**src/rtl/core/pps_fifo.sv**
```systemverilog
// Small synchronous queue with push/full and pop/empty sides.
`timescale 1ns / 1ps
`default_nettype none

module pps_fifo #(
  parameter int unsigned WIDTH = 8,
  parameter int unsigned DEPTH = 2
) (
  input  wire logic             clk_i,
  input  wire logic             rst_ni,
  input  wire logic             push_i,
  input  wire logic [WIDTH-1:0] data_i,
  output logic                  full_o,
  input  wire logic             pop_i,
  output logic [WIDTH-1:0]      data_o,
  output logic                  empty_o
);

  localparam int unsigned AW = (DEPTH > 1) ? $clog2(DEPTH) : 1;
  localparam int unsigned CW = $clog2(DEPTH + 1);

  logic [WIDTH-1:0] mem_q [DEPTH];
  logic [AW-1:0]    wr_ptr_q, rd_ptr_q;
  logic [CW-1:0]    count_q;
  logic             do_push, do_pop;

  assign full_o  = (count_q == CW'(DEPTH));
  assign empty_o = (count_q == '0);
  assign do_push = push_i && !full_o;
  assign do_pop  = pop_i && !empty_o;
  assign data_o  = mem_q[rd_ptr_q];

  // Storage
  always_ff @(posedge clk_i) begin
    if (do_push) begin
      mem_q[wr_ptr_q] <= data_i;
    end
  end

  // Pointers and fill count
  always_ff @(posedge clk_i or negedge rst_ni) begin
    if (!rst_ni) begin
      wr_ptr_q <= '0;
      rd_ptr_q <= '0;
      count_q  <= '0;
    end else begin
      if (do_push) begin
        wr_ptr_q <= (wr_ptr_q == AW'(DEPTH - 1)) ? '0 : wr_ptr_q + 1'b1;
      end
      if (do_pop) begin
        rd_ptr_q <= (rd_ptr_q == AW'(DEPTH - 1)) ? '0 : rd_ptr_q + 1'b1;
      end
      if (do_push && !do_pop) begin
        count_q <= count_q + 1'b1;
      end else if (do_pop && !do_push) begin
        count_q <= count_q - 1'b1;
      end
    end
  end

endmodule

`default_nettype wire

```
**config.mk**
```make
export PLATFORM = sky130hd
export DESIGN_NAME = pps_fifo
export DESIGN_NICKNAME = d
export VERILOG_FILES = /design/src/rtl/core/pps_fifo.sv
export SDC_FILE = /design/constraint.sdc
export NUM_CORES = 1
export LEC_CHECK = 0
export ABC_CLOCK_PERIOD_IN_PS = 1800
export BUFFER_PORTS_ARGS = -buffer_cell sky130_fd_sc_hd__buf_2
export CAP_MARGIN = 20
export CORE_UTILIZATION = 48
export CTS_CLUSTER_SIZE = 12
export DETAILED_ROUTE_END_ITERATION = 8
export MAX_ROUTING_LAYER = met4
export PLACE_DENSITY = 0.79
export SLEW_MARGIN = 15
export SYNTH_ARGS = -nofsm -noshare
export SYNTH_HDL_FRONTEND = slang
export SYNTH_SLANG_ARGS = --single-unit
```
**constraint.sdc**
```tcl
create_clock -name clk_i -period 1.8 [get_ports clk_i]
set_clock_uncertainty 0.1 [all_clocks]
set_input_delay 0.18 -clock clk_i [delete_from_list [all_inputs] [get_ports clk_i]]
set_output_delay 0.18 -clock clk_i [all_outputs]
set_load 0.01 [all_outputs]
```
=== Yosys cells after proc, flatten, opt, wreduce, memory -nomap -nowiden ===
Memories as Yosys holds them, arrays and structs flattened.
Index checks and enable logic that the tools add are counted.

* Bits in registers: 4
* Latch bits: 0
* Memory bits (writable): 16
* Memory bits (read-only): 0
* Input bits: 12
* Logic and storage cells: 25
* Memories: 1

{| class="wikitable"
|+ Memory list
! name !! depth !! bits a word !! read ports !! clocked after memory_dff !! wr ports !! RTL line !! text
|-
| mem_q || 2 || 8 || 1 || 0 || 1 || 22 || <nowiki>logic [WIDTH-1:0] mem_q [DEPTH];</nowiki>
|}

* Add/subtract/negate cells: 4
* Multipliers: 0
* Divide/modulo/power cells: 0
* $lt $le $gt $ge: 0
* Equality and inequality tests: 1
* Shift operators: 0
* Mux-type cells: 6
* Bitwise logic cells: 0
* Reduce and logical (&&, ||, !) cells: 10

{| class="wikitable"
|+ Operators by type and width
! cell !! number
|-
| $logic_and 1x1->1 || 4
|-
| $logic_not 1->1 || 4
|-
| $mux 1 || 4
|-
| $mux 2 || 2
|-
| $add 1x1->1 const B || 2
|-
| $add 2x1->2 const B || 1
|-
| $eq 2x2->1 const B || 1
|-
| $logic_not 2->1 || 1
|-
| $reduce_bool 2->1 || 1
|-
| $sub 2x1->2 const B || 1
|}

=== Logic depth before layout (Yosys ltp) ===
Gate-level depths: netlist of run 1.

* Word-level depth: 7
* Mapped depth: 7
* Depth with buffers taken out: 7

=== Worst setup path before layout of run 1 ===
OpenSTA, ideal clock, no wires.

* Path kind: reg-to-reg
* From: reg count_q[0]
* To: mem mem_q[0][0] (enable)
* Library setup time: 0.370 ns
* Data arrival time: 1.022 ns
* Path slack: 0.308 ns
* Cell stages (with the launch flop): 4
* Path through: dfrtp_1 -> nand2b_1 -> nand2_2 -> nor2_1

* Longest elaborated chain between the ends: 5

{| class="wikitable"
|+ Ends and longest elaborated chain
! item !! RTL line !! text
|-
| start, declared || 24 || <nowiki>logic [CW-1:0] count_q;</nowiki>
|-
| start signal, assigned || 54 || <nowiki>count_q <= count_q + 1'b1;</nowiki>
|-
| start signal, assigned || 56 || <nowiki>count_q <= count_q - 1'b1;</nowiki>
|-
| $eq 2x2->1 || 27 || <nowiki>assign full_o = (count_q == CW'(DEPTH));</nowiki>
|-
| $logic_not 1->1 || 29 || <nowiki>assign do_push = push_i && !full_o;</nowiki>
|-
| $logic_and 1x1->1 || 29 ||
|-
| $mux 1 || 35 || <nowiki>if (do_push) begin</nowiki>
|-
| $mux 1 (implied by the code) || 36 || <nowiki>mem_q[wr_ptr_q] <= data_i;</nowiki>
|-
| end, declared || 22 ||
|}

Every way passes these cells.

=== Worst setup path in the final report of run 1 ===
* From: reg rd_ptr_q
* To: out data_o[7]

* Longest elaborated chain between the ends: 1

{| class="wikitable"
|+ Ends and longest elaborated chain
! item !! RTL line !! text
|-
| start, declared || 23 || <nowiki>logic [AW-1:0] wr_ptr_q, rd_ptr_q;</nowiki>
|-
| start signal, assigned || 51 || <nowiki>rd_ptr_q <= (rd_ptr_q == AW'(DEPTH - 1)) ? '0 : rd_ptr_q + 1'b1;</nowiki>
|-
| $mem_v2 2x8 || - ||
|-
| end, declared || 15 || <nowiki>output logic [WIDTH-1:0] data_o,</nowiki>
|}

Every way passes these cells.

==> run summary, run 1 <==
The height of the die came out at around 42 µm. The power per standard cell area came out at 1432 nW/µm². The vias per cell is slightly below 5. The worst slack after detailed placement came out at about 0.15 ns. The clock latency reported for the late side of the worst-skew pair is a little under 0.3 ns. In this design, the stage delay of the slowest critical-path cell is just under 0.6 ns. The aggregate negative setup slack came out at 0 ns. Synthesis produced a netlist with a net count of 57. Derived from the worst setup path, the maximum achievable clock frequency is 596.6 MHz. The first global-routing pass estimated just over 2000 µm of wire. The number of optimization iterations in the first detailed-route pass came out at 3. Global routing finished with a remaining overflow of 0. The min-delay analysis places its worst path in the category primary input to register. STA puts the critical path data arrival time at ~1.4 ns.

The worst register-to-register path has a setup slack of about 0.16 ns. The total leakage power came out at 0.4372 nW. The number of gates given a new drive strength after cts is 0. The normalized max-slew margin came out at 0.7434. In this run the worst setup path terminates at data_o[7].

TritonCTS built the clock tree. Entering global routing, the biggest net connects 12 pins. In the final routed layout, each cell accounts on average for approximately 13 µm. The final worst slack came out at approximately 0.12 ns.

The count of cell types in the netlist came out at 15. The average cell area after synthesis is approximately 18 µm². STA classifies the critical path endpoint as a primary output.

The design area came out at between 1000 and 1500 µm². The maximum root-to-sink buffer count is 2. The number of rows created at floorplan came out at 14. IR analysis of the VDD net gives a maximum drop of about 0.85 mV. Of all cell types, the one taking the most synthesized area is edfxtp_1. The initial antenna violation count was 0. The H-tree level count came out at 1. The horizontal die dimension came out at around 42 µm. Along the worst path, the maximum fanout reaches 9.

The number of max-slew violations in the final report is 0. For this run, the register share of the synthesized area comes to 0.7424. The area share of the largest cell type after synthesis is 0.6144. The worst register-to-register path has a depth of 6. The core footprint came out at 1506 µm².

The commonest non-fill, non-tap cell in the layout is buf_2. The number of DRC markers in iteration 0 came out at 4. Synthesis handed over a netlist of 44 instances. The synthesized design contains 20 register bits. The number of nets in the finished design came out at 93. The worst setup path is launched from a register. The final number of hold-violating endpoints is 0. The run finished with clean final reports. Across the run, the number of max-cap violations was 0. Across every metal layer, demand over resource in global routing totals 0.1679. The via count of the first global-routing pass is between 500 and 600. The final layout contains routed wiring with a total length of ~1200 µm.

The final clock period utilization by the worst path is 0.9312. The area of the die came out at approximately 1800 µm². From synthesis to final layout, the design area changed by 32.16%. In this run the worst setup path begins at rd_ptr_q.

The total vias in the final route came out at 468. After detailed placement, the total cell area comes to about 920 µm². The smallest clock period supported by the final layout is computed as between 1.5 and 2 ns.

Clock-pin slew was measured on the worst setup and hold paths at around 0.1 ns. The count of clock tree sinks is 20. The standard cell with the maximum stage delay on the critical path is dfrtp_1. The HPWL after detailed placement is ~850 µm. The final weighted congestion in routability-driven placement came out at 0.6134. The total number of yosys warnings is 0. In this run the critical register-to-register path is captured at count_q[1]. The transition time of the tightest slew-check pin is 0.3849 ns.

The number of setup violations in the final report is 0. After synthesis, the cell types taking the most area are edfxtp_1, dfrtp_1, mux2_1. The launch point of the worst reg-to-reg path is count_q[0]. After detailed routing, the number of remaining DRC violations is 0. 0 antenna diodes ended up in the layout. The root buffer cell is clkbuf_4. The number of buffer cells added on primary ports came out at 21.

The fraction of final layout cells sized beyond drive strength 1 is 0.3797. STA puts the critical path data required time at around 1.5 ns. The worst setup path is of the register to primary output kind. In the layout the commonest cells are buf_2, edfxtp_1, dlygate4sd3_1, mux2_1, dfrtp_1. Setup repair after global routing left no endpoint under its margin.

The signal on the critical path passes through mux2_2 > buf_2. The total CTS buffers is 3. The starting density of the core came out at 0.5191.

The netlist area before placement came out at 782.0 µm². The number of I/O pins came out at 22. The number of nets still failing antenna checks after routing came out at 0.
==> critical path: cells and delay by family, from the launching register on <==
family / cells / cell delay, ns
DFF: 1 / 0.59
buffers and inverters: 1 / 0.14
muxes: 1 / 0.38
==> kinds of logic after synthesis <==
kind of cell / Yosys count / share of synthesized area
and+or+nand+nor: 6 / 0.03841
AOI/OAI and AO/OA: 1 / 0.006394
muxes: 8 / 0.1152
buffers and inverters: 3 / 0.01600
DFF: 20 / 0.7424
adders and majority gates: 1 / 0.01600
xor gates and xnor gates: 5 / 0.06561
==> synth_stat cells, drive strengths merged <==
cell / instances
edfxtp: 16
mux2: 8
dfrtp: 4
nor2: 3
xnor2: 3
inv: 2
xor2: 2
and3: 1
buf: 1
ha: 1
nand2: 1
nand2b: 1
o21ai: 1
==> layer usage <==
layer | share of wire | track usage | up-vias
met3 | 0.032 | 0.02586 | 4
met1 | 0.40 | 0.1662 | 223
met5 | 0 | - | -
met2 | 0.54 | 0.2985 | 15
li1 | - | - | 226
met4 | 0.028 | 0.1125 | 0
==> cell type report <==
type | instances | area, µm²
multi-input cells | 21 | 188.9
clock buffers | 4 | 26.28
well taps | 16 | 20.02
repair buffers | 32 | 210.2
fillers | 110 | 473.0
flip-flops and latches | 20 | 580.6
inverters | 2 | 7.507
==> per-stage QoR <==
| stage | std cells | total power [mW] | utilization | hold WS, ns |
|---|---|---|---|---|
| detailed placement | 82 | 1.265 | 0.6088 | -0.1122 |
| global placement | 82 | 1.232 | 0.6088 | -0.1089 |
| finish | 95 | 1.480 | 0.6860 | 0.06574 |
| floorplan | 44 | 1.070 | - | -0.2156 |
| global route | 95 | 1.568 | 0.6860 | 0.08034 |
| CTS | 95 | 1.490 | 0.6860 | 0.06642 |
==> repair_timing <==
item,in CTS,in global routing
endpoints found under the hold margin,20,0
hold buffers,9,0
setup endpoints to repair,0,0
setup buffers,0,0
==> sequential cells by signal (all words and copies together) (netlist names) <==
signal,cells
count_q,2
mem_q,16
rd_ptr_q,1
wr_ptr_q,1
==> worst min-delay path by stage <==
stage / slack (ns) / start / to / depth (start not counted)
after floorplan: -0.22 / rst_ni / count_q[0] / 0
final: 0.07 / push_i / wr_ptr_q / 3
after global placement: -0.11 / rst_ni / count_q[1] / 1
after detailed placement: -0.11 / rst_ni / rd_ptr_q / 1
after global routing: 0.08 / push_i / wr_ptr_q / 3
after CTS: 0.07 / push_i / wr_ptr_q / 3
==> report_power, final <==
group / switching, mW / total (mW) / internal, mW
sequential: 0.104 / 0.751 / 0.646
combinational: 0.246 / 0.515 / 0.269
clock: 0.128 / 0.214 / 0.0864
(Power assumes the default switching activity.)
==> inputs of run 2 (changes only) <==
--- a/config.mk
+++ b/config.mk
@@ -5,14 +5,15 @@
 export SDC_FILE = /design/constraint.sdc
 export NUM_CORES = 1
 export LEC_CHECK = 0
+export ABC_AREA = 1
 export ABC_CLOCK_PERIOD_IN_PS = 1800
 export BUFFER_PORTS_ARGS = -buffer_cell sky130_fd_sc_hd__buf_2
 export CAP_MARGIN = 20
-export CORE_UTILIZATION = 48
+export CORE_UTILIZATION = 49
 export CTS_CLUSTER_SIZE = 12
 export DETAILED_ROUTE_END_ITERATION = 8
 export MAX_ROUTING_LAYER = met4
-export PLACE_DENSITY = 0.79
+export PLACE_DENSITY = 0.8
 export SLEW_MARGIN = 15
 export SYNTH_ARGS = -nofsm -noshare
 export SYNTH_HDL_FRONTEND = slang
==> run 2 against run 1 <==
- setup slack improved by 0.10 ns
- hold slack got worse by 0.030 ns
- first-iteration DRC count rose by 100%
- combinational power rose by 8.3%
- largest power group unchanged
- cell count rose by 29%
- utilization rose by 2.2 points
- register-to-register slack improved by 0.13 ns
- critical path type unchanged
- critical path depth rose by 2
==> run summary, run 2 <==
The flow ran to the end, and the final reports show no timing, DRC or antenna violations. The design area came out at 1080 µm². The core footprint is approximately 1500 µm². The standard cell with the maximum stage delay on the critical path is dfrtp_1.

The min-delay analysis places its worst path in the category primary input to register. The horizontal die dimension came out at around 43 µm. The switching share of total power came out at 0.3392. Counting along the longest clock path gives a buffer depth of 2. Internal power comes to between 1 and 1.5 mW.

The post-synthesis register bit count is 20. The finished layout holds approximately 120 standard cells, fillers aside. For this run, asynchronously set or reset flops after synthesis account for 0.2000. The routed design has between 1000 and 1500 µm of wire. Among all cell types in the netlist, the one instantiated most often is nand2_1. Setup violations remaining at the end of the flow were counted as 0.

The net switching component of the power is between 0.5 and 0.6 mW. Synthesis produced 73 cells. The compound-gate portion of the synthesized area is 0.01236. The number of nets still failing antenna checks after routing is 0. After synthesis, the netlist uses 14 different library cells. Once detailed placement completed, the half-perimeter wirelength came to 951.7 µm.

The post-layout utilization of the core is 0.7085. The vias per cell is about 4.7. The share of total power dissipated in the clock network is 0.218. 0 antenna diodes ended up in the layout. Measured against its own limit, the worst slew margin works out to 0.7563. The endpoint required time on the critical path is about 1.5 ns. The tool flagged a number of max-cap violations equal to 0. The fraction of final layout cells sized beyond drive strength 1 is 0.2710. The largest registers in the layout are mem_q: 16 flops, count_q: 2 flops.

Grouping stages by cell kind, the critical path spends the most delay in flip-flops. The area of the die is between 1500 and 2000 µm². The power share of the sequential group is 0.445. Once the clock tree was built, the setup fixing pass inserted 0 buffers. The count of clock tree sinks came out at 20. The total number of yosys warnings is 0. The area added between synthesis and finish came out at 33.39%. The worst setup path is captured at a primary output. The netlist area before placement came out at 809.5 µm². The root buffer cell is clkbuf_4. The xor/xnor share of the synthesized area is 0.01082. A synthesized cell averages about 11 µm². For this run, the leading register cell type out of synthesis is edfxtp_1. The final routed wire length divided by cell count came out at between 10 and 15 µm.

In this run the critical register-to-register path is launched from count_q[0]. The number of gates given a new drive strength after cts is 0. The final clock period utilization by the worst path came out at 0.8743.

The startpoint identified for the worst hold timing path is pop_i. Setup repair after global routing left no endpoint under its margin. The final number of hold-violating endpoints is 0.

The largest fanout on the critical path is 10. The total leakage power is around 0.52 nW. The worst endpoint data arrival time came out at about 1.3 ns.

The share of total power dissipated in combinational logic is 0.338. The H-tree level count came out at 1. The starting density of the core is 0.5312. Yosys attributes the largest share of cell area to edfxtp_1, nand2_1, dfrtp_1. The number of max-slew violations in the final report came to 0. In this run the worst setup path begins at rd_ptr_q. The power per standard cell area is ~1500 nW/µm². The critical path goes through inv_2 > nand2_1 > nand2_1 > buf_2. The largest total area in the synthesized netlist belongs to edfxtp_1. The area share of the largest cell type after synthesis came out at 0.5935.

The number of cells in the design after placement is 110. The aggregate negative setup slack is 0 ns. The clock-pin transition on the worst setup and hold timing paths came out at approximately 0.10 ns. The number of DRC markers in iteration 0 is 8.

TritonCTS built the clock tree. The placed instances occupy a cell area of roughly 940 µm². The number of I/O pins came out at 22.

The dominant combinational cell family by area after synthesis is simple AND/OR/NAND/NOR gates. The final critical path time including I/O delays and setup is approximately 1.6 ns. The post-synth net total is 86.

The first global-routing pass estimated about 2300 µm of wire. Counting flops per register, the top entry is mem_q. Counting instances in the post-synthesis netlist gives the leading cell types as nand2_1, edfxtp_1, inv_1, dfrtp_1. The most numerous cell type found on the critical path is nand2_1. The total CTS buffers is 3. The portion of synthesized area spent on multiplexers is 0.

The clock latency reported for the late side of the worst-skew pair came out at ~0.30 ns. Of the total synthesized cell area, the portion taken by AND, OR, NAND and NOR gates is 0.2009. Summed over all layers, the global routing overflow is 0.

STA classifies the critical path startpoint as a register. The final weighted congestion in routability-driven placement came out at between 0.8 and 0.9. The register with the most flip-flops in the layout has 16 of them.

For this run, design rule violations remaining after detail routing come to 0. The number of nets in the finished design came out at around 120. The maximum number of pins on one net before global-route repair came out at 13.

The sum of internal, switching and leakage power is about 1.7 mW. The number of rows created at floorplan came out at 14. Yosys mapped a number of flops with a built-in enable equal to 16.

The number of optimization iterations in the first detailed-route pass is 3. The via count of the first global-routing pass is 567. For the pin with the worst max-slew slack, the measured transition is about 0.37 ns. Leaving out fill and tap cells, the most frequent cell in the layout is nand2_1. The final route contains about 580 vias. Of the total synthesized cell area, the portion taken by full adders, half adders and majority gates is 0.01546.

The critical path class is register to primary output. The aggregate global-route resource usage is 0.1828. The number of buffer cells added on primary ports is 21.

The peak supply drop came out at 0.9898 mV. The top cell types in the final layout, fill and taps aside, are nand2_1, buf_2, edfxtp_1, dlygate4sd3_1, inv_1. The die is roughly 43 µm tall. The fraction of the yosys area taken by sequential cells is 0.7172. The achievable frequency is between 600 and 700 MHz. The critical path contains buffers and inverters numbering 2 combined. The initial antenna violation count is 0. On the worst path, the slowest cell contributes a delay of 0.58 ns.
-- run 2: power by group through the flow --
stage	Clock, mW	Sequential (mW)	Combinational (mW)
after floorplan	0	0.697	0.391
after global placement	0	0.738	0.535
after detailed placement	0	0.745	0.550
after CTS	0.368	0.735	0.566
after global routing	0.386	0.748	0.642
final	0.360	0.736	0.558
-- run 2: cell families (layout without fill, tap and decap cells) --
group           Yosys count  after routing
compound gates            2              2
buf+inv                   9             43
xor+xnor                  1              1
fa+ha+maj                 1              1
flops                    20             20
simple gates             40             40
-- run 2: path summary, 6_finish.rpt --
path	to	slack [ns]	cells past startpoint
worst max-delay path	data_o[5]	0.23	4
worst min-delay path	rd_ptr_q	0.04	3
worst max register to register	count_q[1]	0.29	6
worst min register to register	wr_ptr_q	0.39	2
max in group asynchronous	rd_ptr_q	1.38	2
min in group asynchronous	wr_ptr_q	0.09	2
-- run 2: layout make-up --
type / instances / area (µm²)
fillers: 112 / 444.2
clock buffers: 3 / 22.52
repair buffers: 31 / 202.7
multi-input cells: 44 / 193.9
flip-flops and latches: 20 / 580.6
clock inverters: 1 / 30.03
well taps: 16 / 20.02
inverters: 8 / 30.03
-- run 2: per-stage QoR --
stage	setup WS [ns]	hold slack, ns
6_report	0.2262	0.03533
5_1_grt	0.1149	0.08895
4_1_cts	0.2018	0.03028
3_5_place_dp	0.3186	-0.1085
3_3_place_gp	0.3216	-0.1084
2_1_floorplan	0.3784	-0.2156
-- run 2: worst min-delay path, cell delays in order --
cell	delay (ns)
buf_2	0.08
nand3b_1	0.08
nand2_1	0.06
-- run 2: repair_timing --
item,in CTS,in global routing
hold endpoints to repair,20,0
setup endpoints to repair,0,0
hold buffers,9,0
-- run 2: metal layers --
layer / wire length [µm] / global-route usage
met2: 646 / 0.2636
met3: 41 / 0.03879
met4: 34 / 0.1125
met5: 0 / -
met1: 621 / 0.2360
==> inputs of run 3 (changes only) <==
--- a/config.mk
+++ b/config.mk
@@ -12,8 +12,10 @@
 export CORE_UTILIZATION = 49
 export CTS_CLUSTER_SIZE = 12
 export DETAILED_ROUTE_END_ITERATION = 8
+export HOLD_SLACK_MARGIN = 0.05
 export MAX_ROUTING_LAYER = met4
 export PLACE_DENSITY = 0.8
+export RECOVER_POWER = 25
 export SLEW_MARGIN = 15
 export SYNTH_ARGS = -nofsm -noshare
 export SYNTH_HDL_FRONTEND = slang
==> run 3 against run 2 <==
- critical path depth unchanged
- clock power about the same
- cell count increased by 0.81%
- cell area increased by 0.69%
- setup slack got worse by 0.00098 ns
- sequential power about the same
- register-to-register slack about the same
- wire length unchanged
- first-iteration DRC count unchanged
- total power increased by 0.11%
==> run summary, run 3 (synthesis gave the netlist of run 2 again) <==
The run finished with clean final reports. The library cell used most frequently in the layout, excluding fill and tap cells, is nand2_1. The worst hold path stage count is 4.

The largest fanout on the critical path came out at 10. The initial antenna violation count came out at 0. The final number of hold-violating endpoints is 0. The number of cells traversed by the worst register-to-register path came out at 6. The number of nets still failing antenna checks after routing is 0. In this design, the stage delay of the slowest critical-path cell is around 0.58 ns.

TritonCTS built the clock tree. The worst hold path begins at push_i. The starting density of the core is 0.5312. The number of max-slew violations in the final report came to 0. The final critical path time including I/O delays and setup came out at around 1.6 ns.

The kind of start point of the critical path is a register. The critical path goes through inv_2 > nand2_1 > nand2_1 > buf_2. For this block, the routed nets add up to 1343 µm of wire. The number of I/O pins came out at 22.

The worst slack after detailed placement came out at approximately 0.32 ns. The launch point of the worst reg-to-reg path is count_q[0]. The number of gates resized after CTS was 0. The final worst slack is between 0.2 and 0.25 ns.

The area used by sequential logic in the layout came out at 580.6 µm². The register with the most flip-flops in the layout has 16 of them. The number of buffer cells added on primary ports came out at 21. The endpoint required time on the critical path is 1.52 ns. The hold-fix buffer count after cts is 10.

Ranked by flip-flop count, first place goes to mem_q. For flop-to-flop paths, the worst setup slack is ~0.29 ns. Counting stages on the worst path, the most repeated cell is nand2_1. The final weighted congestion in routability-driven placement is about 0.82.

The critical path class is register to primary output. The vias per cell came out at 4.661. In this run the static leakage power is around 0.5 nW. The max capacitance violation total is 0. The standard cell with the maximum stage delay on the critical path is dfrtp_1. The floorplan step set the die height to approximately 43 µm. The total vias in the final route came out at just under 600. The post-placement cell area is ~940 µm².

The start point of the critical path is rd_ptr_q. The design area came out at 1087 µm². Setup violations remaining at the end of the flow were counted as 0. Detailed placement finished with a half-perimeter wire length of roughly 950 µm. The largest registers in the layout are mem_q: 16 flops, count_q: 2 flops. In the final layout, the multi-input gates occupy between 150 and 200 µm². The number of inserted filler cells in the final layout came out at 112. The H-tree level count is 1. In the layout the commonest cells are nand2_1, buf_2, edfxtp_1, dlygate4sd3_1, inv_1.

The number of diodes is 0. The kind of capture point of the worst setup path is a primary output. Of the available clock period, the critical path in the final layout requires 0.8749. The number of optimization iterations in the first detailed-route pass is 3. The count of clock tree sinks is 20. In this run the worst hold path is classified as primary input to register. The worst endpoint data arrival time is about 1.3 ns. The area of the die came out at between 1500 and 2000 µm². The aggregate negative setup slack came out at 0 ns.

The aggregate global-route resource usage is 0.1838. The net count of the finished layout is 122. The total CTS buffers came out at 3. The via count of the first global-routing pass was between 500 and 600. The transition time of the tightest slew-check pin came out at roughly 0.37 ns. The maximum root-to-sink buffer count came out at 2. The final global-route overflow total came out at 0.

After clock tree synthesis, the clock-pin slew on the worst setup and hold paths is approximately 0.11 ns. The area added between synthesis and finish came out at 34.31%. The endpoint of the worst register-to-register path is count_q[1]. For hold timing, the worst endpoint is wr_ptr_q.

The normalized max-slew margin came out at 0.7563. The power per standard cell area came out at between 1500 and 2000 nW/µm². Based on the critical path, the design can be clocked at up to 635.0 MHz. The peak supply drop came out at around 0.99 mV. The wire length of the first global-routing pass is 2304 µm.

The fraction of final layout cells sized beyond drive strength 1 is 0.2500. The number of rows created at floorplan is 14. CTS placed an instance of clkbuf_4 at the clock tree root. The number of setup buffers added after CTS is 0.

The core footprint is about 1500 µm². The number of DRC markers in iteration 0 is 8. For the worst-skew pair, the clock arrives at the later sink with an insertion delay of around 0.30 ns. The horizontal die dimension came out at 42.65 µm. The total DRC errors in the routed layout is 0. The maximum number of pins on one net before global-route repair is 13. The final routed wire length divided by cell count is 10.83 µm. Setup repair after global routing left no endpoint under its margin.
run 3: changes by cell type in the layout (fill, tap and decap cells not counted), sizes merged:
cell	before	now
clkbuf	3	5
buf	22	20
dlygate4sd3	9	10
run 3: metrics by stage:
stage                     hold WS (ns)  power (mW)    util  cells
after global placement         -0.1084       1.273  0.6149    110
after detailed placement       -0.1085       1.295  0.6149    110
after global routing            0.1203       1.777  0.7135    124
after floorplan                -0.2156       1.089       -     73
after CTS                      0.08643       1.671  0.7151    124
final                           0.1116       1.656  0.7135    124
run 3: layout make-up:
| class | instances | share of cell area |
|---|---|---|
| Clock inverter | 1 | 0.02762 |
| Clock buffer | 3 | 0.02071 |
| Tap cell | 16 | 0.01841 |
| Multi-Input combinational cell | 44 | 0.1784 |
| Timing Repair Buffer | 32 | 0.1933 |
| Inverter | 8 | 0.02762 |
| Sequential cell | 20 | 0.5339 |
run 3: worst max path at each step:
stage	endpoint	slack [ns]	depth (start not counted)
after floorplan	mem_q[1][0]	0.38	3
after global placement	count_q[1]	0.32	6
after detailed placement	count_q[1]	0.32	6
after CTS	data_o[1]	0.20	4
after global routing	data_o[1]	0.11	4
final	data_o[5]	0.23	4
run 3: layer usage:
| metal | part of all wire | global-route usage |
|---|---|---|
| met3 | 0.031 | 0.03879 |
| met5 | 0 | - |
| met1 | 0.46 | 0.2389 |
| met4 | 0.025 | 0.1125 |
| met2 | 0.48 | 0.2636 |
run 3: report_power, final:
group	internal (mW)	switching, mW
Clock	0.225	0.136
Sequential	0.642	0.0943
Combinational	0.227	0.332
Total	1.09	0.562
run 3: worst max-delay path: cells and delay by family (launching register included):
family	cells	cell delay [ns]
buffers and inverters	2	0.29
and+or+nand+nor	2	0.14
DFF	1	0.58
