$ cat config.mk
export PLATFORM = sky130hd
export DESIGN_NAME = pps_front
export DESIGN_NICKNAME = d
export VERILOG_FILES = /design/src/rtl/core/pps_pkg.sv /design/src/rtl/core/pps_front.sv
export SDC_FILE = /design/constraint.sdc
export NUM_CORES = 1
export LEC_CHECK = 0
export ABC_AREA = 1
export BUFFER_PORTS_ARGS = -buffer_cell sky130_fd_sc_hd__buf_4
export CAP_MARGIN = 20
export CORE_MARGIN = 2
export CORE_UTILIZATION = 30
export DETAILED_ROUTE_END_ITERATION = 12
export GPL_TIMING_DRIVEN = 0
export PLACE_DENSITY = 0.54
export SLEW_MARGIN = 5
export SYNTH_ARGS = -nofsm -noshare
export SYNTH_HDL_FRONTEND = slang
export SYNTH_SLANG_ARGS = --single-unit
$ cat constraint.sdc
create_clock -name vclk -period 6.4
set_clock_uncertainty 0.15 [all_clocks]
set_input_delay 1.28 -clock vclk [all_inputs]
set_output_delay 1.28 -clock vclk [all_outputs]
set_load 0.05 [all_outputs]
$ cat src/rtl/core/pps_pkg.sv
// Shared types, constants and tables for the pure pursuit steering core.
`timescale 1ns / 1ps
`default_nettype none

package pps_pkg;

  // Configuration register indexes
  localparam logic [1:0] REG_LOOKAHEAD = 2'd0;
  localparam logic [1:0] REG_WHEELBASE = 2'd1;
  localparam logic [1:0] REG_TRACK     = 2'd2;

  // Register reset values
  localparam logic [30:0] LOOKAHEAD_RESET = 31'd131072;
  localparam logic [30:0] WHEELBASE_RESET = 31'd18350;
  localparam logic [30:0] TRACK_RESET     = 31'd16384;

  // Result status codes
  localparam logic [1:0] STATUS_OK       = 2'd0;
  localparam logic [1:0] STATUS_ZERO_LEG = 2'd1;
  localparam logic [1:0] STATUS_SAT      = 2'd2;

  // Heading folding, hundredths of a degree
  localparam logic [16:0] HEAD_FULL    = 17'd36000;
  localparam logic [16:0] HEAD_HALF    = 17'd18000;
  localparam logic [16:0] HEAD_QUARTER = 17'd9000;
  localparam logic [16:0] HEAD_3QUART  = 17'd27000;

  // Iterative unit step counts
  localparam int unsigned CORDIC_STEPS = 20;
  localparam int unsigned SQRT_STEPS   = 32;
  localparam int unsigned DIV_STEPS    = 64;

  localparam logic signed [33:0] CORDIC_GAIN_Q24 = 34'sd10188014;
  localparam logic [14:0]        STEER_MAX       = 15'd9000;

  // Register file contents handed to the datapath
  typedef struct packed {
    logic [30:0] lookahead;
    logic [30:0] wheelbase;
    logic [30:0] track;
  } cfg_t;

  // One input transaction
  typedef struct packed {
    logic [15:0]        heading;
    logic signed [31:0] robot_x;
    logic signed [31:0] robot_y;
    logic signed [31:0] from_x;
    logic signed [31:0] from_y;
    logic signed [31:0] to_x;
    logic signed [31:0] to_y;
  } in_item_t;

  // One result transaction
  typedef struct packed {
    logic signed [14:0] steer_angle;
    logic [1:0]         status;
  } out_item_t;

  // Classified job passed from front to back
  typedef struct packed {
    logic signed [32:0] dx;
    logic signed [32:0] dy;
    logic signed [32:0] rx;
    logic signed [32:0] ry;
    logic signed [23:0] z0;
    logic               flip;
    logic               zero_leg;
  } job_t;

  // CORDIC arctangent table, units of 1/25600 degree
  function automatic logic [20:0] cordic_atan(input logic [4:0] idx);
    logic [20:0] v;
    case (idx)
      5'd0:  v = 21'd1152000;
      5'd1:  v = 21'd680065;
      5'd2:  v = 21'd359328;
      5'd3:  v = 21'd182400;
      5'd4:  v = 21'd91554;
      5'd5:  v = 21'd45822;
      5'd6:  v = 21'd22916;
      5'd7:  v = 21'd11459;
      5'd8:  v = 21'd5730;
      5'd9:  v = 21'd2865;
      5'd10: v = 21'd1432;
      5'd11: v = 21'd716;
      5'd12: v = 21'd358;
      5'd13: v = 21'd179;
      5'd14: v = 21'd90;
      5'd15: v = 21'd45;
      5'd16: v = 21'd22;
      5'd17: v = 21'd11;
      5'd18: v = 21'd6;
      5'd19: v = 21'd3;
      default: v = 21'd0;
    endcase
    return v;
  endfunction

endpackage

`default_nettype wire

$ cat src/rtl/core/pps_front.sv
// Front end: takes input transactions, forms leg vectors and folds the heading.
`timescale 1ns / 1ps
`default_nettype none

module pps_front (
  input  wire pps_pkg::in_item_t item_i,
  output pps_pkg::job_t          job_o
);

  logic [16:0]        h_ext, h_mod;
  logic signed [17:0] h_fold;
  logic               flip;

  // Leg and robot offset vectors, zero-length leg check
  always_comb begin
    job_o.dx = 33'(item_i.to_x) - 33'(item_i.from_x);
    job_o.dy = 33'(item_i.to_y) - 33'(item_i.from_y);
    job_o.rx = 33'(item_i.robot_x) - 33'(item_i.from_x);
    job_o.ry = 33'(item_i.robot_y) - 33'(item_i.from_y);
    job_o.zero_leg = (job_o.dx == '0) && (job_o.dy == '0);
  end

  // Heading modulo a full turn, then folded into [-90, 90] degrees
  always_comb begin
    h_ext = {1'b0, item_i.heading};
    h_mod = (h_ext >= pps_pkg::HEAD_FULL) ? h_ext - pps_pkg::HEAD_FULL : h_ext;
    flip  = 1'b0;
    if (h_mod > pps_pkg::HEAD_3QUART) begin
      h_fold = $signed({1'b0, h_mod}) - $signed({1'b0, pps_pkg::HEAD_FULL});
    end else if (h_mod > pps_pkg::HEAD_QUARTER) begin
      h_fold = $signed({1'b0, h_mod}) - $signed({1'b0, pps_pkg::HEAD_HALF});
      flip   = 1'b1;
    end else begin
      h_fold = $signed({1'b0, h_mod});
    end
    job_o.z0   = {h_fold[15:0], 8'd0};
    job_o.flip = flip;
  end

endmodule

`default_nettype wire

=== Word level (Yosys, flattened, before mapping) ===
Index checks and enable logic that the tools add are counted.

* Register bits after elaboration: 0
* Latch bits: 0
* RAM bits: 0
* ROM bits: 0
* Logic and storage cells: 18
* Memories kept: 0

* Add/sub/neg operators: 7
* Multiply operators: 0
* Div/mod/pow operators: 0
* Magnitude comparators: 3
* Equal/unequal tests: 0
* Shift-type cells: 0
* Mux-type cells: 5
* Bitwise logic cells: 0
* Reductions and logical operators: 3

{| class="wikitable"
|+ Operators by type and width
! cell !! count
|-
| subtractor 32 x 32 -> 33 bit || 4
|-
| logical NOT 33 bit || 2
|-
| 2-to-1 mux 16 bit || 2
|-
| greater-than comparator 17 x 14 -> 1 bit, second input constant || 1
|-
| greater-than comparator 17 x 15 -> 1 bit, second input constant || 1
|-
| 2-to-1 mux 17 bit || 1
|-
| subtractor 16 x 16 -> 17 bit, second input constant || 1
|-
| greater-or-equal comparator 16 bit, second input constant || 1
|-
| subtractor 16 x 15 -> 16 bit, second input constant || 1
|-
| subtractor 16 bit, second input constant || 1
|-
| 2-to-1 mux 1 bit || 2
|-
| logical AND 1 bit || 1
|}

=== Depth between registers and ports, before layout ===
Gate-level depths: netlist of the first run.

* Depth after elaboration: 5
* Depth in mapped cells: 23
* Depth with buffers taken out: 22

=== Worst setup path after synthesis of the first run ===
OpenSTA, ideal clock, no wires.

* Path kind: input port to output port
* From: input item_i[160] (netlist name)
* To: output job_o[91] (netlist name)
* Arrival time: 4044 ps
* Slack: 926 ps
* Cell stages on the path: 12
* Buffers on the path: 0
* Cells stage by stage: inv_1 > ha_1 > fa_1 > o21ai_0 > nand2_1 > nand3_1 > nand2_1 > nand2_1 > a21boi_0 > o211ai_1 > a21oi_1 > o21ai_0

{| class="wikitable"
|+ RTL lines
! item !! RTL line !! text
|-
| from (decl) || pps_front.sv:6 || <nowiki>input wire pps_pkg::in_item_t item_i,</nowiki>
|-
| to (decl) || pps_front.sv:7 || <nowiki>output pps_pkg::job_t job_o</nowiki>
|}

==> qor.tcl, run 1 <==
set qor(critical_path_arrival_ps) 4540
set qor(cp_max_fo) 10
set qor(layout.sequential_cells) 0
set qor(layout.core_utilization) 0.4066
set qor(drt-initial-drc-count) 594
set qor(cp_slowest_stage_delay_ps) 400
set qor(path_depth) 22
set qor(wirelength_met1_mm) 17.68
set qor(crit_slowest_cell) {sky130_fd_sc_hd__xor2_1}
set qor(top_level_ports) 366
set qor(route.detailed.vias_per_inst) 4.876
set qor(final_min_period_over_clock_period) 0.9321
set qor(antenna_found_initial) 0
set qor(unrepaired_setup_endpoints_after_global_routing) {false}
set qor(min_period_ps) 5965
set qor(timing.max_cap.violations) 0
set qor(antenna_cells) 0
set qor(outcome) {complete, no violations}
set qor(hold_vio_cnt_final) 0
set qor(die-area_um2) 33380
set qor(clkbuf_count) 0
set qor(area_growth_pct) 33.58
set qor(post_route_cells_drive_above_1_share) 0.1876
set qor(timing.setup.tns_ps) 0
set qor(postCtsHoldBufs) 0
set qor(syn-cell-area_um2) 9579
set qor(finalSetupViolations) 0
set qor(postLayoutCellArea_um2) 12800
set qor(gp_congestion) 0.9636
set qor(num_rows) 65
set qor(critical_path.most_common_cell) {sky130_fd_sc_hd__nand2_1}
set qor(crit_chain) {buf_4 > inv_1 > ha_1 > inv_1 > a21oi_2 > nand2_1 > nand2_2 > nand3_4 > nand2_4 > buf_6 > xor2_1 > inv_1 > ha_1 > a21oi_1 > nand2_1 > nand2_1 > nand2_1 > nand2_1 > nand4_1 > nand3_1 > nand2_1 > buf_4}
set qor(fin_nets) 2520
set qor(timing_worst_setup_path_type) {in2out}
set qor(residual_overflow_from_global_routing) 0
set qor(met2RoutedLength_mm) 18.59
set qor(wire_per_inst_um) 15.50
set qor(critPathCaptureType) {output pin}
set qor(placeableCoreArea_um2) 31470
set qor(worstSetupStartpointType) {input pin}
set qor(first_global_vias) 12400
set qor(cts_resized) 0
set qor(final_max_slew_viol_count) 0
set qor(die_w_um) 182.7
set qor(grt.total_usage) 0.2275
set qor(synthCells) 1805
set qor(synthesis.area_per_instance_um2) 5.307
set qor(post_cts.repair.setup_buffers) 0
set qor(post-layout-total-power_mw) 2.183
set qor(synth_sequential_area_ratio) 0
set qor(worst-slew-pin-transition_ps) 865.8
set qor(highest_clock_frequency_the_design_can_meet_ghz) 0.1676
set qor(io_buffers) 358
set qor(die_h_um) 182.7
set qor(wl_met3_mm) 2.398
set qor(dp_hpwl_mm) 36.02
set qor(startpoint) {item_i[197]}
set qor(critical-path-top-delay-family) {simple AND/OR/NAND/NOR gates}
set qor(global_route_wire_length_before_repair_mm) 61.52
set qor(firstDrtPassIters) 5
set qor(power-per-cell-area_nw_per_um2) 170.6
set qor(min-delay-path-class) {in2out}
set qor(count_of_fill_cells_added_during_filler_insertion) 3590
set qor(timing.critical_path.buf_inv) 6
set qor(postPlaceCellArea_um2) 12800
set qor(synth_warnings) 0
set qor(ir_worst_vdd_mv) 0.09421
set qor(power.leakage_nw) 7.356
set qor(routed_wl_mm) 39.86
set qor(final-seq-area_um2) 0
set qor(drc) 0
set qor(vias) 12540
set qor(ant_nets) 0
set qor(synth.lib_cells_used.distinct) 45
set qor(max-slew-margin-rel) 0.4176
set qor(floorplan.initialDensity) 0.3044
set qor(largest_net_degree_at_the_start_of_global_routing) 11
set qor(worst_ep_required_time_ps) 4970
set qor(worst_setup_path_endpoint) {job_o[23]}
set qor(maxUsedRoutingLayer) {met4}
==> placed cells by master (no fill, tap or decap), types with 20 or more instances in the layout <==
master	count
sky130_fd_sc_hd__a21oi_1	148
sky130_fd_sc_hd__buf_4	372
sky130_fd_sc_hd__ha_1	136
sky130_fd_sc_hd__inv_1	329
sky130_fd_sc_hd__nand2_1	509
sky130_fd_sc_hd__nand3_1	111
sky130_fd_sc_hd__nand3b_1	20
sky130_fd_sc_hd__nand4_1	39
sky130_fd_sc_hd__nor2_1	188
sky130_fd_sc_hd__nor3_1	33
sky130_fd_sc_hd__o21ai_0	76
sky130_fd_sc_hd__xnor2_1	32
sky130_fd_sc_hd__xor2_1	61
==> final cells by class <==
class	count	area (um^2)	area share
plain buffers	17	131.4	0.01027
inverters	338	1269	0.09915
well taps	402	503.0	0.03931
multi-input cells	1457	8205	0.6412
repair buffers	358	2688	0.2100
==> routing by layer <==
layer,track usage,vias to the layer above
met5,0,-
met4,0.06000,0
met3,0.02973,64
met2,0.4110,388
met1,0.2826,5535
li1,-,6554
==> tightest hold or removal path, delay by kind of cell <==
family / cells / cell delay, ps
buffers and inverters: 3 / 350
==> through the flow <==
stage / hold slack, ps / std cells / setup slack (ps)
2_1_floorplan: 2577 / 1812 / 925.6
3_3_place_gp: 2759 / 2572 / 417.4
3_5_place_dp: 2759 / 2572 / 456.1
4_1_cts: 2760 / 2572 / 450.6
5_1_grt: 2765 / 2572 / 79.54
6_report: 2759 / 2572 / 434.8
==> where the power goes <==
part	internal (mW)	total, mW	switching, mW
clock	0	0	0
sequential	0	0	0
combinational	0.673	2.18	1.51
total	0.673	2.18	1.51
==> worst min-delay path by stage <==
stage / from / to / slack (ps) / depth (start not counted)
3_3_place_gp: item_i[192] / job_o[10] / 2760 / 3
2_1_floorplan: item_i[192] / job_o[10] / 2580 / 1
4_1_cts: item_i[192] / job_o[10] / 2760 / 3
6_report: item_i[192] / job_o[10] / 2760 / 3
3_5_place_dp: item_i[192] / job_o[10] / 2760 / 3
5_1_grt: item_i[192] / job_o[10] / 2760 / 3
==> synth_stat cells, drive strengths merged (2+ instances only) <==
cell type,count,share of area
a21oi,149,0.078
fa,4,0.0084
o211ai,6,0.0047
a211oi,2,0.0016
buf,16,0.013
nand4,39,0.025
a31oi,4,0.0026
nor4,4,0.0026
o21ai,84,0.048
nand3b,20,0.016
nand3,113,0.061
nor2,191,0.078
nand2,519,0.21
a21o,10,0.0078
inv,338,0.13
o21a,13,0.010
xnor2,32,0.029
xor2,61,0.056
a21boi,8,0.0067
o21bai,15,0.012
nor3,33,0.017
ha,136,0.18
==> logic make-up after synthesis <==
logic type,after synthesis,synth area share
xor gates and xnor gates,93,0.08503
and+or+nand+nor,923,0.4092
adders and majority gates,140,0.1860
other,1,0.0003915
AOI/OAI and AO/OA,293,0.1732
buffers and inverters,355,0.1462
No activity file was read; power rests on OpenSTA's default activity.
==> run 2: changes to the inputs <==
Settings changed: CORE_MARGIN 2 to unset.
==> qor.tcl, run 2 (synthesized netlist as in run 1, its figures left out) <==
set qor(outcome) {complete, no violations}
set qor(route.detailed.vias_per_inst) 4.920 ;# +0.90%
set qor(critical_path_arrival_ps) 4620 ;# +80 ps
set qor(largest_net_degree_at_the_start_of_global_routing) 11 ;# unchanged
set qor(crit_chain) {buf_4 > inv_1 > ha_1 > inv_1 > a21oi_2 > nand2_1 > nand2_2 > nand3_4 > nand2_4 > buf_6 > xor2_1 > inv_1 > ha_1 > a21oi_1 > nand2_1 > nand2_1 > xor2_1 > nand3_1 > nand3_1 > nand2_1 > buf_4}
set qor(io_buffers) 358 ;# unchanged
set qor(power_frac_clock) 0 ;# unchanged
set qor(gp_congestion) 0.9558 ;# -0.81%
set qor(post_cts.repair.setup_buffers) 0 ;# unchanged
set qor(die_h_um) 180.7 ;# -1.1%
set qor(timing.max_cap.violations) 0 ;# unchanged
set qor(seqPwrFrac) 0 ;# unchanged
set qor(antenna_cells) 0 ;# unchanged
set qor(fin_nets) 2520 ;# unchanged
set qor(ant_nets) 0 ;# unchanged
set qor(global_route_wire_length_before_repair_mm) 61.42 ;# -0.17%
set qor(unrepaired_setup_endpoints_after_global_routing) {false}
set qor(final_max_slew_viol_count) 0 ;# unchanged
set qor(mostFrequentLayoutCell) {sky130_fd_sc_hd__nand2_1}
set qor(die-area_um2) 32650 ;# -2.2%
set qor(power.leakage_nw) 7.356 ;# unchanged
set qor(num_rows) 65 ;# unchanged
set qor(cp_slowest_stage_delay_ps) 410 ;# about the same
set qor(layout.sequential_cells) 0 ;# unchanged
set qor(placement.setup.worst_slack_ps) 415.4 ;# -40.73 ps
set qor(drc) 0 ;# unchanged
set qor(post_route_cells_drive_above_1_share) 0.1876 ;# unchanged
set qor(crit_slowest_cell) {sky130_fd_sc_hd__xor2_1}
set qor(cp_max_fo) 10 ;# unchanged
set qor(residual_overflow_from_global_routing) 0 ;# unchanged
set qor(firstDrtPassIters) 7 ;# +2
set qor(finalSetupViolations) 0 ;# unchanged
set qor(final_min_period_over_clock_period) 0.9450 ;# +0.01295
set qor(vias) 12650 ;# +0.90%
set qor(clkbuf_count) 0 ;# unchanged
set qor(min-delay-path-class) {in2out}
set qor(placeableCoreArea_um2) 31470 ;# unchanged
set qor(critPathCaptureType) {output pin}
set qor(final.setup.worst_slack_ps) 352.0 ;# -82.89 ps
set qor(final-seq-area_um2) 0 ;# unchanged
set qor(max-slew-margin-rel) 0.4528 ;# +0.03516
set qor(grt.total_usage) 0.2300 ;# +0.002493
set qor(timing.setup.tns_ps) 0 ;# unchanged
set qor(floorplan.initialDensity) 0.3044 ;# unchanged
set qor(critical_path.most_common_cell) {sky130_fd_sc_hd__nand2_1}
set qor(antenna_found_initial) 0 ;# unchanged
set qor(hold_vio_cnt_final) 0 ;# unchanged
set qor(highest_clock_frequency_the_design_can_meet_ghz) 0.1653 ;# -1.4%
set qor(critical-path-top-delay-family) {simple AND/OR/NAND/NOR gates}
set qor(postPlaceCellArea_um2) 12800 ;# unchanged
set qor(first_global_vias) 12130 ;# -2.1%
set qor(area_growth_pct) 33.58 ;# unchanged
set qor(postCtsHoldBufs) 0 ;# unchanged
set qor(netSwitchingFraction) 0.6926 ;# +0.0009151
set qor(cts_resized) 0 ;# unchanged
set qor(routed_wl_mm) 39.75 ;# -0.27%
set qor(worstSetupStartpointType) {input pin}
set qor(worst-slew-pin-transition_ps) 812.3 ;# -53.56 ps
set qor(power.switching_mw) 1.516 ;# +0.43%
set qor(internal_power_uw) 672.9 ;# about the same
set qor(dp_hpwl_mm) 35.73 ;# -0.81%
set qor(min_period_ps) 6048 ;# +82.89 ps
set qor(timing.critical_path.buf_inv) 6 ;# unchanged
set qor(final_cell_mix) {sky130_fd_sc_hd__nand2_1 (509), sky130_fd_sc_hd__buf_4 (372), sky130_fd_sc_hd__inv_1 (329)}
set qor(pwr-share-comb) 1.000 ;# about the same
set qor(top_level_ports) 366 ;# unchanged
set qor(power-per-cell-area_nw_per_um2) 171.1 ;# +0.30%
set qor(timing_worst_setup_path_type) {in2out}
set qor(postLayoutCellArea_um2) 12800 ;# unchanged
set qor(die_w_um) 180.7 ;# -1.1%
set qor(ir_worst_vdd_mv) 0.09278 ;# -1.5%
set qor(wire_per_inst_um) 15.46 ;# -0.27%
set qor(worst_ep_required_time_ps) 4970 ;# about the same
set qor(drt-initial-drc-count) 694 ;# +17%
## run 2: power groups by stage
stage | clock network (mW) | registers [mW] | logic [mW]
3_3_place_gp | 0 | 0 | 2.18
5_1_grt | 0 | 0 | 2.35
6_report | 0 | 0 | 2.19
4_1_cts | 0 | 0 | 2.19
3_5_place_dp | 0 | 0 | 2.18
2_1_floorplan | 0 | 0 | 1.50
## run 2: area by class of cell
cell class,instances,area (um^2)
Buffer,17,131.4
Timing Repair Buffer,358,2688
Multi-Input combinational cell,1457,8205
Fill cell,3568,18680
Tap cell,402,503.0
Inverter,338,1269
## run 2: metrics by stage
stage	hold slack, ps	power (mW)	utilization	cells
after floorplan	2577	1.502	-	1812
final	2761	2.189	0.4066	2572
after global routing	2770	2.345	0.4066	2572
after detailed placement	2761	2.182	0.4066	2572
after global placement	2759	2.181	0.4066	2572
after CTS	2762	2.190	0.4066	2572
## run 2: worst paths after layout
| path | from | endpoint | slack, ps | cells past startpoint |
|---|---|---|---|---|
| max | item_i[197] | job_o[21] | 350 | 21 |
| min | item_i[193] | job_o[11] | 2760 | 3 |
## run 2: layer usage
metal	track usage	wire [um]	share of wire
met5	0	0	0
met2	0.4261	19130	0.48
met3	0.02117	2356	0.059
met4	0.03521	621	0.016
met1	0.2899	17650	0.44
## run 2: worst min-delay path, cell delays in order
cell and delay [ps]:
sky130_fd_sc_hd__buf_4 80, sky130_fd_sc_hd__buf_4 90, sky130_fd_sc_hd__buf_4 180
==> run 3: changes to the inputs <==
Settings changed: ABC_AREA 1 to unset, PLACE_DENSITY 0.54 to 0.57.
==> qor.tcl, run 3 <==
set qor(first_global_vias) 8996 ;# -26%
set qor(worstSetupStartpointType) {input pin}
set qor(timing_worst_setup_path_type) {in2out}
set qor(placeableCoreArea_um2) 25330 ;# -20%
set qor(unrepaired_setup_endpoints_after_global_routing) {true}
set qor(final.setup.worst_slack_ps) 111.4 ;# -240.6 ps
set qor(layout.core_utilization) 0.4401 ;# +0.03357
set qor(synthCells) 1117 ;# -38%
set qor(hold_depth) 3 ;# unchanged
set qor(ys_top_cells_by_area) {sky130_fd_sc_hd__ha_1 (22%), sky130_fd_sc_hd__xnor2_1 (9.2%), sky130_fd_sc_hd__a21oi_1 (6.7%), sky130_fd_sc_hd__inv_1 (5.7%), sky130_fd_sc_hd__a21o_1 (5.4%)}
set qor(critical-path-top-delay-family) {simple AND/OR/NAND/NOR gates}
set qor(wire_per_inst_um) 16.10 ;# +4.2%
set qor(die_h_um) 163.1 ;# -9.7%
set qor(area_growth_pct) 43.16
set qor(path_depth) 16 ;# -24%
set qor(min_period_ps) 6289 ;# +240.6 ps
set qor(power.leakage_nw) 5.747 ;# -22%
set qor(final_cell_mix) {sky130_fd_sc_hd__buf_4 (376), sky130_fd_sc_hd__ha_1 (136), sky130_fd_sc_hd__inv_1 (119)}
set qor(highest_clock_frequency_the_design_can_meet_ghz) 0.1590 ;# -3.8%
set qor(synthesis.area_per_instance_um2) 6.971 ;# +31%
set qor(final-seq-area_um2) 0 ;# unchanged
set qor(synth_sequential_area_ratio) 0 ;# unchanged
set qor(io_buffers) 356 ;# -0.56%
set qor(largest_net_degree_at_the_start_of_global_routing) 11 ;# unchanged
set qor(placement.setup.worst_slack_ps) -171.1 ;# -586.4 ps
set qor(timing.critical_path.buf_inv) 3 ;# -3
set qor(final_max_slew_viol_count) 0 ;# unchanged
set qor(top_level_ports) 366 ;# unchanged
set qor(critical_path_arrival_ps) 4860 ;# +240 ps
set qor(grt.total_usage) 0.2077 ;# -0.02226
set qor(ant_nets) 0 ;# unchanged
set qor(post_route_cells_drive_above_1_share) 0.2970 ;# +0.1095
set qor(max-slew-margin-rel) 0.5111 ;# +0.05837
set qor(die-area_um2) 26600 ;# -19%
set qor(worst_ep_required_time_ps) 4970 ;# about the same
set qor(clkbuf_count) 0 ;# unchanged
set qor(global_route_wire_length_before_repair_mm) 45.04 ;# -27%
set qor(residual_overflow_from_global_routing) 0 ;# unchanged
set qor(worst-slew-pin-transition_ps) 726.8 ;# -85.49 ps
set qor(crit_chain) {buf_4 > inv_1 > ha_1 > fa_2 > nand2b_4 > a21bo_1 > a221o_1 > o211ai_1 > nand2_1 > xnor2_2 > or4b_4 > nor4b_4 > and4b_1 > nand4b_1 > nor4_4 > buf_6}
set qor(synth_top_cells_by_count) {sky130_fd_sc_hd__ha_1 (136), sky130_fd_sc_hd__inv_1 (119), sky130_fd_sc_hd__a21oi_1 (104)}
set qor(antenna_cells) 0 ;# unchanged
set qor(synth_top_area_share) 0.2185 ;# +0.01909
set qor(synth_most_common_cell) {sky130_fd_sc_hd__ha_1}
set qor(final_min_period_over_clock_period) 0.9826 ;# +0.03759
set qor(critPathCaptureType) {output pin}
set qor(firstDrtPassIters) 7 ;# unchanged
set qor(yosys.area.top_type) {sky130_fd_sc_hd__ha_1}
set qor(outcome) {complete, no violations}
set qor(drc) 0 ;# unchanged
set qor(layout.sequential_cells) 0 ;# unchanged
set qor(timing.max_cap.violations) 0 ;# unchanged
set qor(die_w_um) 163.1 ;# -9.7%
set qor(drt-initial-drc-count) 459 ;# -34%
set qor(cp_slowest_stage_delay_ps) 560 ;# +150 ps
set qor(hold_vio_cnt_final) 0 ;# unchanged
set qor(route.detailed.vias_per_inst) 5.095 ;# +3.6%
set qor(gp_congestion) 0.9110 ;# -4.7%
set qor(fin_nets) 1838 ;# -27%
set qor(dp_hpwl_mm) 26.27 ;# -26%
set qor(ir_worst_vdd_mv) 0.2020 ;# +120%
set qor(crit_slowest_cell) {sky130_fd_sc_hd__or4b_4}
set qor(finalSetupViolations) 0 ;# unchanged
set qor(vias) 9262 ;# -27%
set qor(power-per-cell-area_nw_per_um2) 186.9 ;# +9.3%
set qor(cp_max_fo) 4 ;# -6
set qor(synth_warnings) 0 ;# unchanged
set qor(syn-cell-area_um2) 7786 ;# -19%
set qor(min-delay-path-class) {in2out}
set qor(synth.lib_cells_used.distinct) 91 ;# +100%
set qor(floorplan.initialDensity) 0.3074 ;# +0.003077
set qor(num_rows) 58 ;# -11%
set qor(mostFrequentLayoutCell) {sky130_fd_sc_hd__buf_4}
set qor(antenna_found_initial) 0 ;# unchanged
set qor(routed_wl_mm) 29.27 ;# -26%
==> run 3: cell types whose count changed in the layout (fill, tap and decap cells not counted), moves of 25 or more <==
cell	change
sky130_fd_sc_hd__nor2_1	-106
sky130_fd_sc_hd__xor2_1	-25
sky130_fd_sc_hd__inv_1	-210
sky130_fd_sc_hd__a21oi_1	-49
sky130_fd_sc_hd__o21ai_0	-33
sky130_fd_sc_hd__nand3_1	-83
sky130_fd_sc_hd__nand2_1	-436
sky130_fd_sc_hd__xnor2_1	+46
sky130_fd_sc_hd__nand4_1	-30
sky130_fd_sc_hd__a21o_1	+46
==> run 3: path summary, 6_finish.rpt <==
check,startpoint,end
worst max-delay path,item_i[0],job_o[0]
worst min-delay path,item_i[192],job_o[10]
==> run 3: kinds of logic after synthesis <==
logic type,Yosys count,synth area share
XOR/XNOR,121,0.1380
other,1,0.0004816
buffers and inverters,144,0.08003
AO/OA/AOI/OAI,375,0.3318
adder cells (fa/ha/maj),140,0.2288
multiplexers,4,0.005142
AND/OR/NAND/NOR,332,0.2157
==> run 3: layout make-up <==
cell class                      instances  area [um^2]
Timing Repair Buffer                  363         2729
Tap cell                              330        412.9
Inverter                              120        455.4
Fill cell                            2649        14180
Buffer                                 24        168.9
Multi-Input combinational cell        981         7381
==> run 3: metal layers <==
layer / up-vias / track usage / routed length [um]
met5: - / 0 / 0
met4: 0 / 0.03696 / 589
met3: 32 / 0.03987 / 1924
met2: 241 / 0.3737 / 14260
met1: 4186 / 0.2558 / 12500
li1: 4803 / - / -
==> run 3: power by group <==
group	internal [mW]	leakage (nW)	total (mW)	switching, mW
clock network	0	0	0	0
logic	0.706	5.75	2.08	1.38
registers	0	0	0	0
==> run 3: timing repair <==
item	in CTS	in global routing
hold endpoints to repair	0	0
gates cloned	0	1
gates resized for setup	8	19
setup endpoints to repair	2	12
pin swaps	6	3
hold buffers	0	0
buffers inserted	5	2
==> run 3: through the flow <==
stage	hold slack (ps)	instances	area, um^2	power, mW	setup TNS (ps)
6_report	2759	1818	11150	2.084	0
5_1_grt	2774	1818	11150	2.219	-138.6
3_5_place_dp	2759	1810	10950	2.059	-185.3
4_1_cts	2760	1815	11030	2.078	0
2_1_floorplan	2577	1124	7863	1.438	0
3_3_place_gp	2760	1810	10950	2.056	-148.9
